### src/rtl/brms_pkg.sv
package brms_pkg;

  // Item opcodes.
  localparam logic OP_ACCUMULATE = 1'b0;
  localparam logic OP_READ       = 1'b1;

  // Accumulate modes; the unused code behaves as plain sample power.
  localparam logic [1:0] MODE_POWER     = 2'd0;
  localparam logic [1:0] MODE_REF_POWER = 2'd1;
  localparam logic [1:0] MODE_REF_SUM   = 2'd2;

  // Register byte addresses.
  localparam logic [1:0] ADDR_MODE = 2'd0;

  // Result limits.
  localparam logic [25:0]        RMS_MAX  = 26'h3FF_FFFF;
  localparam logic signed [24:0] MEAN_MAX = 25'sh0FF_FFFF;
  localparam logic signed [24:0] MEAN_MIN = 25'sh100_0000;

  // One table entry, all four statistics side by side.
  typedef struct packed {
    logic signed [63:0] clean_sum;
    logic [31:0]        clean_count;
    logic signed [63:0] total_sum;
    logic [31:0]        total_count;
  } entry_t;

  // Request to the division and square root unit.
  typedef struct packed {
    logic [63:0] mag;
    logic [31:0] cnt;
    logic        neg;
  } stats_req_t;

  // Answer of the division and square root unit.
  typedef struct packed {
    logic [25:0]        rms;
    logic signed [24:0] mean;
  } stats_res_t;

  typedef enum logic [2:0] {
    S_CLEAR,
    S_IDLE,
    S_ISSUE,
    S_SUM,
    S_EXEC,
    S_STAT
  } state_e;

  typedef enum logic [1:0] {
    T_IDLE,
    T_DIV,
    T_SQRT
  } stats_state_e;

  // Signed add that saturates at the 64-bit limits.
  function automatic logic signed [63:0] sat_add(input logic signed [63:0] s,
                                                 input logic signed [35:0] d);
    logic signed [64:0] t;
    t = 65'(s) + 65'(d);
    if (t[64] != t[63]) begin
      sat_add = t[64] ? {1'b1, 63'd0} : {1'b0, {63{1'b1}}};
    end else begin
      sat_add = t[63:0];
    end
  endfunction

  // Count step of two that saturates at all ones.
  function automatic logic [31:0] cnt_add2(input logic [31:0] c);
    cnt_add2 = (c >= 32'hFFFF_FFFD) ? 32'hFFFF_FFFF : c + 32'd2;
  endfunction

endpackage

### src/rtl/brms_stats.sv
module brms_stats import brms_pkg::*; (
  input  logic       clk_i,
  input  logic       rst_ni,
  input  logic       start_i,
  input  stats_req_t req_i,
  output logic       done_o,
  output stats_res_t res_o
);

  stats_state_e st_q, st_d;
  logic [31:0] cnt_q, cnt_d;
  logic [31:0] rem_q, rem_d;
  logic [79:0] dvd_q, dvd_d;
  logic [6:0]  step_q, step_d;
  logic        neg_q, neg_d;
  logic [51:0] sq_src_q, sq_src_d;
  logic [27:0] sq_rem_q, sq_rem_d;
  logic [25:0] sq_res_q, sq_res_d;
  logic        done_q, done_d;
  stats_res_t  res_q, res_d;

  logic [32:0] div_t;
  logic [29:0] sq_t;
  logic [29:0] sq_trial;
  logic        big;
  logic [23:0] m24;

  // Control state.
  always_ff @(posedge clk_i or negedge rst_ni) begin
    if (!rst_ni) begin
      st_q   <= T_IDLE;
      done_q <= 1'b0;
    end else begin
      st_q   <= st_d;
      done_q <= done_d;
    end
  end

  // Datapath registers.
  always_ff @(posedge clk_i) begin
    cnt_q    <= cnt_d;
    rem_q    <= rem_d;
    dvd_q    <= dvd_d;
    step_q   <= step_d;
    neg_q    <= neg_d;
    sq_src_q <= sq_src_d;
    sq_rem_q <= sq_rem_d;
    sq_res_q <= sq_res_d;
    res_q    <= res_d;
  end

  // Restoring division of mag * 2^16 by the count, one quotient bit per cycle,
  // then, for a positive sum below the RMS limit, a digit-by-digit square root, one result bit per cycle.
  always_comb begin
    st_d     = st_q;
    cnt_d    = cnt_q;
    rem_d    = rem_q;
    dvd_d    = dvd_q;
    step_d   = step_q;
    neg_d    = neg_q;
    sq_src_d = sq_src_q;
    sq_rem_d = sq_rem_q;
    sq_res_d = sq_res_q;
    res_d    = res_q;
    done_d   = 1'b0;
    div_t    = {rem_q, dvd_q[79]};
    sq_t     = {sq_rem_q, sq_src_q[51:50]};
    sq_trial = {2'b00, sq_res_q, 2'b01};
    big      = 1'b0;
    m24      = '0;
    unique case (st_q)
      T_IDLE: begin
        if (start_i) begin
          cnt_d  = req_i.cnt;
          rem_d  = '0;
          dvd_d  = {req_i.mag, 16'd0};
          neg_d  = req_i.neg;
          step_d = 7'd79;
          st_d   = T_DIV;
        end
      end
      T_DIV: begin
        if (div_t >= {1'b0, cnt_q}) begin
          rem_d = 32'(div_t - {1'b0, cnt_q});
          dvd_d = {dvd_q[78:0], 1'b1};
        end else begin
          rem_d = div_t[31:0];
          dvd_d = {dvd_q[78:0], 1'b0};
        end
        step_d = step_q - 7'd1;
        if (step_q == 7'd0) begin
          // Mean is the quotient without its eight lowest bits.
          big = |dvd_d[79:32];
          m24 = dvd_d[31:8];
          if (neg_q) begin
            res_d.mean = big ? MEAN_MIN : -$signed({1'b0, m24});
          end else begin
            res_d.mean = big ? MEAN_MAX : $signed({1'b0, m24});
          end
          if (neg_q) begin
            res_d.rms = '0;
            done_d    = 1'b1;
            st_d      = T_IDLE;
          end else if (|dvd_d[79:52]) begin
            res_d.rms = RMS_MAX;
            done_d    = 1'b1;
            st_d      = T_IDLE;
          end else begin
            sq_src_d = dvd_d[51:0];
            sq_rem_d = '0;
            sq_res_d = '0;
            step_d   = 7'd25;
            st_d     = T_SQRT;
          end
        end
      end
      T_SQRT: begin
        if (sq_t >= sq_trial) begin
          sq_rem_d = 28'(sq_t - sq_trial);
          sq_res_d = {sq_res_q[24:0], 1'b1};
        end else begin
          sq_rem_d = sq_t[27:0];
          sq_res_d = {sq_res_q[24:0], 1'b0};
        end
        sq_src_d = {sq_src_q[49:0], 2'b00};
        step_d   = step_q - 7'd1;
        if (step_q == 7'd0) begin
          res_d.rms = sq_res_d;
          done_d    = 1'b1;
          st_d      = T_IDLE;
        end
      end
      default: st_d = T_IDLE;
    endcase
  end

  assign done_o = done_q;
  assign res_o  = res_q;

endmodule

### config.mk
export PLATFORM = sky130hd
export DESIGN_NAME = brms_stats
export DESIGN_NICKNAME = d
export VERILOG_FILES = /design/src/rtl/brms_pkg.sv /design/src/rtl/brms_stats.sv
export SDC_FILE = /design/constraint.sdc
export NUM_CORES = 1
export LEC_CHECK = 0
export ABC_CLOCK_PERIOD_IN_PS = 15650
export BUFFER_PORTS_ARGS = -buffer_cell sky130_fd_sc_hd__buf_2
export CORE_ASPECT_RATIO = 0.5
export CORE_UTILIZATION = 45
export DETAILED_ROUTE_END_ITERATION = 16
export GPL_TIMING_DRIVEN = 0
export SYNTH_ARGS = -nofsm -noshare
export SYNTH_HDL_FRONTEND = slang
export SYNTH_SLANG_ARGS = --single-unit
### constraint.sdc
create_clock -name clk_i -period 15.65 [get_ports clk_i]
set_input_delay 0.7825 -clock clk_i [delete_from_list [all_inputs] [get_ports clk_i]]
set_output_delay 0.7825 -clock clk_i [all_outputs]
set_load 0.01 [all_outputs]
==> results.sh <==
export IMPL_critPathKind="flip-flop to flip-flop"
export IMPL_grt_max_degree=34
export IMPL_syn_nets=1569
export IMPL_fillers=3173
export IMPL_grt_setup_unrepaired="no"
export IMPL_final_area_mm2=0.0190
export IMPL_fin_ws_ns=11.84
export IMPL_clock_sinks=312
export IMPL_final_cells=2101
export IMPL_port_buffers=151
export IMPL_cts_tree="yes"
export IMPL_yosys_warnings=0
export IMPL_power_density_mw_per_mm2=169
export IMPL_slowest_delay_ns=0.44
export IMPL_reg2reg_depth=12
export IMPL_dp_slack_ns=11.77
export IMPL_via_count=11430
export IMPL_crit_chain="ha_1 -> o211ai_1 -> a21oi_1 -> o21ai_0 -> or3b_1 -> a211oi_1 -> nor3_1 -> nor3_1 -> buf_2 -> buf_4 -> mux2i_1 -> nor2_1"
export IMPL_power_total_mw=3.21
export IMPL_dp_cells=2047
export IMPL_die_area_mm2=0.0375
export IMPL_synth_area_per_cell_um2=11.8
export IMPL_wl_per_cell_um=17.7
export IMPL_setup_viol=0
export IMPL_r2r_setup_slack_ns=11.84
export IMPL_gp_congestion=0.882
export IMPL_dp_hpwl_mm=27.4
export IMPL_hold_viol_final=0
export IMPL_synth_cells=1402
export IMPL_hold_path_depth=1
export IMPL_cts_buffers_inserted=30
export IMPL_status="finished clean"
export IMPL_crit_family="simple AND/OR/NAND/NOR gates"
export IMPL_hold_class="input port to flip-flop"
export IMPL_antenna_found_initial=1
export IMPL_worstHoldStart="req_i[21]"
export IMPL_final_nets=1765
export IMPL_slew_viol_final=0
export IMPL_cp_end_kind="flip-flop"
export IMPL_fin_skew_ns=0.0175
export IMPL_leakage_nw=7.43
export IMPL_antenna_cells=0
export IMPL_maxCapViolations=0
export IMPL_cts_buffer_depth=3
export IMPL_ys_seq_area_frac=0.566
export IMPL_timing_rr_start="sq_rem_q[1]"
export IMPL_post_route_period_util=0.243
export IMPL_vias_per_cell=5.44
export IMPL_worstPathArrival_ns=4.09
export IMPL_hold_path_end="cnt_q[20]"
export IMPL_synth_cell_type_count=63
export IMPL_antenna_left=0
export IMPL_start_util=0.458
export IMPL_synth_ff_type="edfxtp_1"
export IMPL_slew_headroom=0.335
export IMPL_cp_required_ns=15.94
export IMPL_grt_pass1_wl_mm=58.6
export IMPL_hold_buffers=1
export IMPL_grt_overflow=0
export IMPL_synthArstFlopShare=0.00962
export IMPL_cp_common_cell="nor3_1"
export IMPL_post_route_util=0.528
export IMPL_cts_max_level=1
export IMPL_die_x_um=273
export IMPL_area_delta_synth_final_pct=15.2
export IMPL_synth_seq_cells=312
export IMPL_wirelength_mm=37.2
export IMPL_die_y_um=137
export IMPL_crit_buf_inv=2
export IMPL_peakVddDrop_v=0.0000833
export IMPL_critPathLaunchType="flip-flop"
export IMPL_worst_skew_pair_late_latency_ns=0.57
export IMPL_boundaryPins=152
export IMPL_post_cts_buffers=0
export IMPL_fin_tns_setup_ns=0
export IMPL_drive_above_1_share=0.207
export IMPL_core_mm2=0.0360
export IMPL_timing_rr_end="sq_rem_q[20]"
export IMPL_grt_pass1_vias=11209
export IMPL_cts_root_buf="clkbuf_16"
export IMPL_rows=49
export IMPL_path_clk_slew_ns=0.07
export IMPL_crit_cells=12
export IMPL_crit_slowest_cell="or3b_1"
export IMPL_drc=0
export IMPL_track_usage=0.197
export IMPL_timing_hold_ws_ns=0.381
export IMPL_synth_edf_count=309
export IMPL_syn_area_mm2=0.0165
export IMPL_post_route_min_period_ns=3.81
export IMPL_cts_resized_gates=0
export IMPL_first_iter_violations=744
export IMPL_post_dp_cell_area_mm2=0.0181
export IMPL_fmax_ghz=0.263
export IMPL_dr_pass1_iters=5
export IMPL_worst_pin_slew_ns=0.986
export IMPL_crit_fanout=10
[worst max-delay path by stage]
stage                               to        start  slack (ns)
after CTS                  sq_res_q[8]    dvd_q[57]       11.74
final                     sq_rem_q[20]  sq_rem_q[1]       11.84
after global routing      sq_rem_q[21]  sq_rem_q[1]       11.47
after floorplan               dvd_q[0]      st_q[1]        6.02
after global placement       dvd_q[44]      st_q[1]        1.59
after detailed placement   sq_res_q[8]    dvd_q[57]       11.77
[cells in the mapped netlist, types with 30 or more instances]
library cell,instances,share of area
xnor2_1,31,0.016
clkbuf_1,54,0.012
xor2_1,30,0.016
mux2i_1,48,0.029
nand2_1,87,0.020
nor2_1,147,0.033
a21oi_1,80,0.024
mux2_2,112,0.076
o21ai_0,82,0.025
edfxtp_1,309,0.56
inv_1,85,0.019
ha_1,66,0.050
[cell type report]
cell class | count | area, µm² | area share
flip-flops and latches | 312 | 9350 | 0.491
multi-input cells | 943 | 6640 | 0.349
repair buffers | 164 | 1010 | 0.0531
clock buffers | 39 | 806 | 0.0423
well taps | 484 | 606 | 0.0318
inverters | 87 | 327 | 0.0172
plain buffers | 60 | 234 | 0.0123
clock inverters | 12 | 53.8 | 0.00283
[layout by cell type (no fill, tap or decap), types with 31 or more instances in the layout]
master	count
ha_1	66
o21ai_0	80
inv_1	84
mux2_2	112
a21oi_1	80
edfxtp_1	309
nor2_1	146
buf_2	156
clkbuf_16	31
xnor2_1	31
clkbuf_1	62
nand2_1	87
mux2i_1	48
[metal layers]
metal  up-vias  wire, µm  GRT usage
met5         -         0          0
met4         0       731     0.0506
met3        51      1490     0.0270
met2       237     18000      0.337
met1      5576     17000      0.265
li1       5566         -          -
[cell families (layout without fill, tap and decap cells)]
| family | Yosys count | in the layout | share of synthesized area |
|---|---|---|---|
| simple gates | 375 | 375 | 0.106 |
| flops | 312 | 312 | 0.566 |
| compound gates | 280 | 280 | 0.105 |
| mux | 160 | 160 | 0.105 |
| buf+inv | 147 | 362 | 0.0339 |
| fa+ha+maj | 67 | 67 | 0.0512 |
| xor+xnor | 61 | 61 | 0.0323 |
[flip-flops by register name, indices dropped and copies added (netlist names)]
name	flops
dvd_q	80
sq_src_q	52
res_o	51
cnt_q	32
rem_q	32
sq_rem_q	28
sq_res_q	26
step_q	7
st_q	2
done_o	1
neg_q	1
[report_power, final]
group	leakage, nW	switching [mW]	total (mW)	internal (mW)
clock	0.418	0.305	0.664	0.358
combinational	4.18	0.668	1.17	0.505
sequential	2.83	0.146	1.37	1.23
total	7.43	1.12	3.21	2.09
No activity file was read; power rests on OpenSTA's default activity.
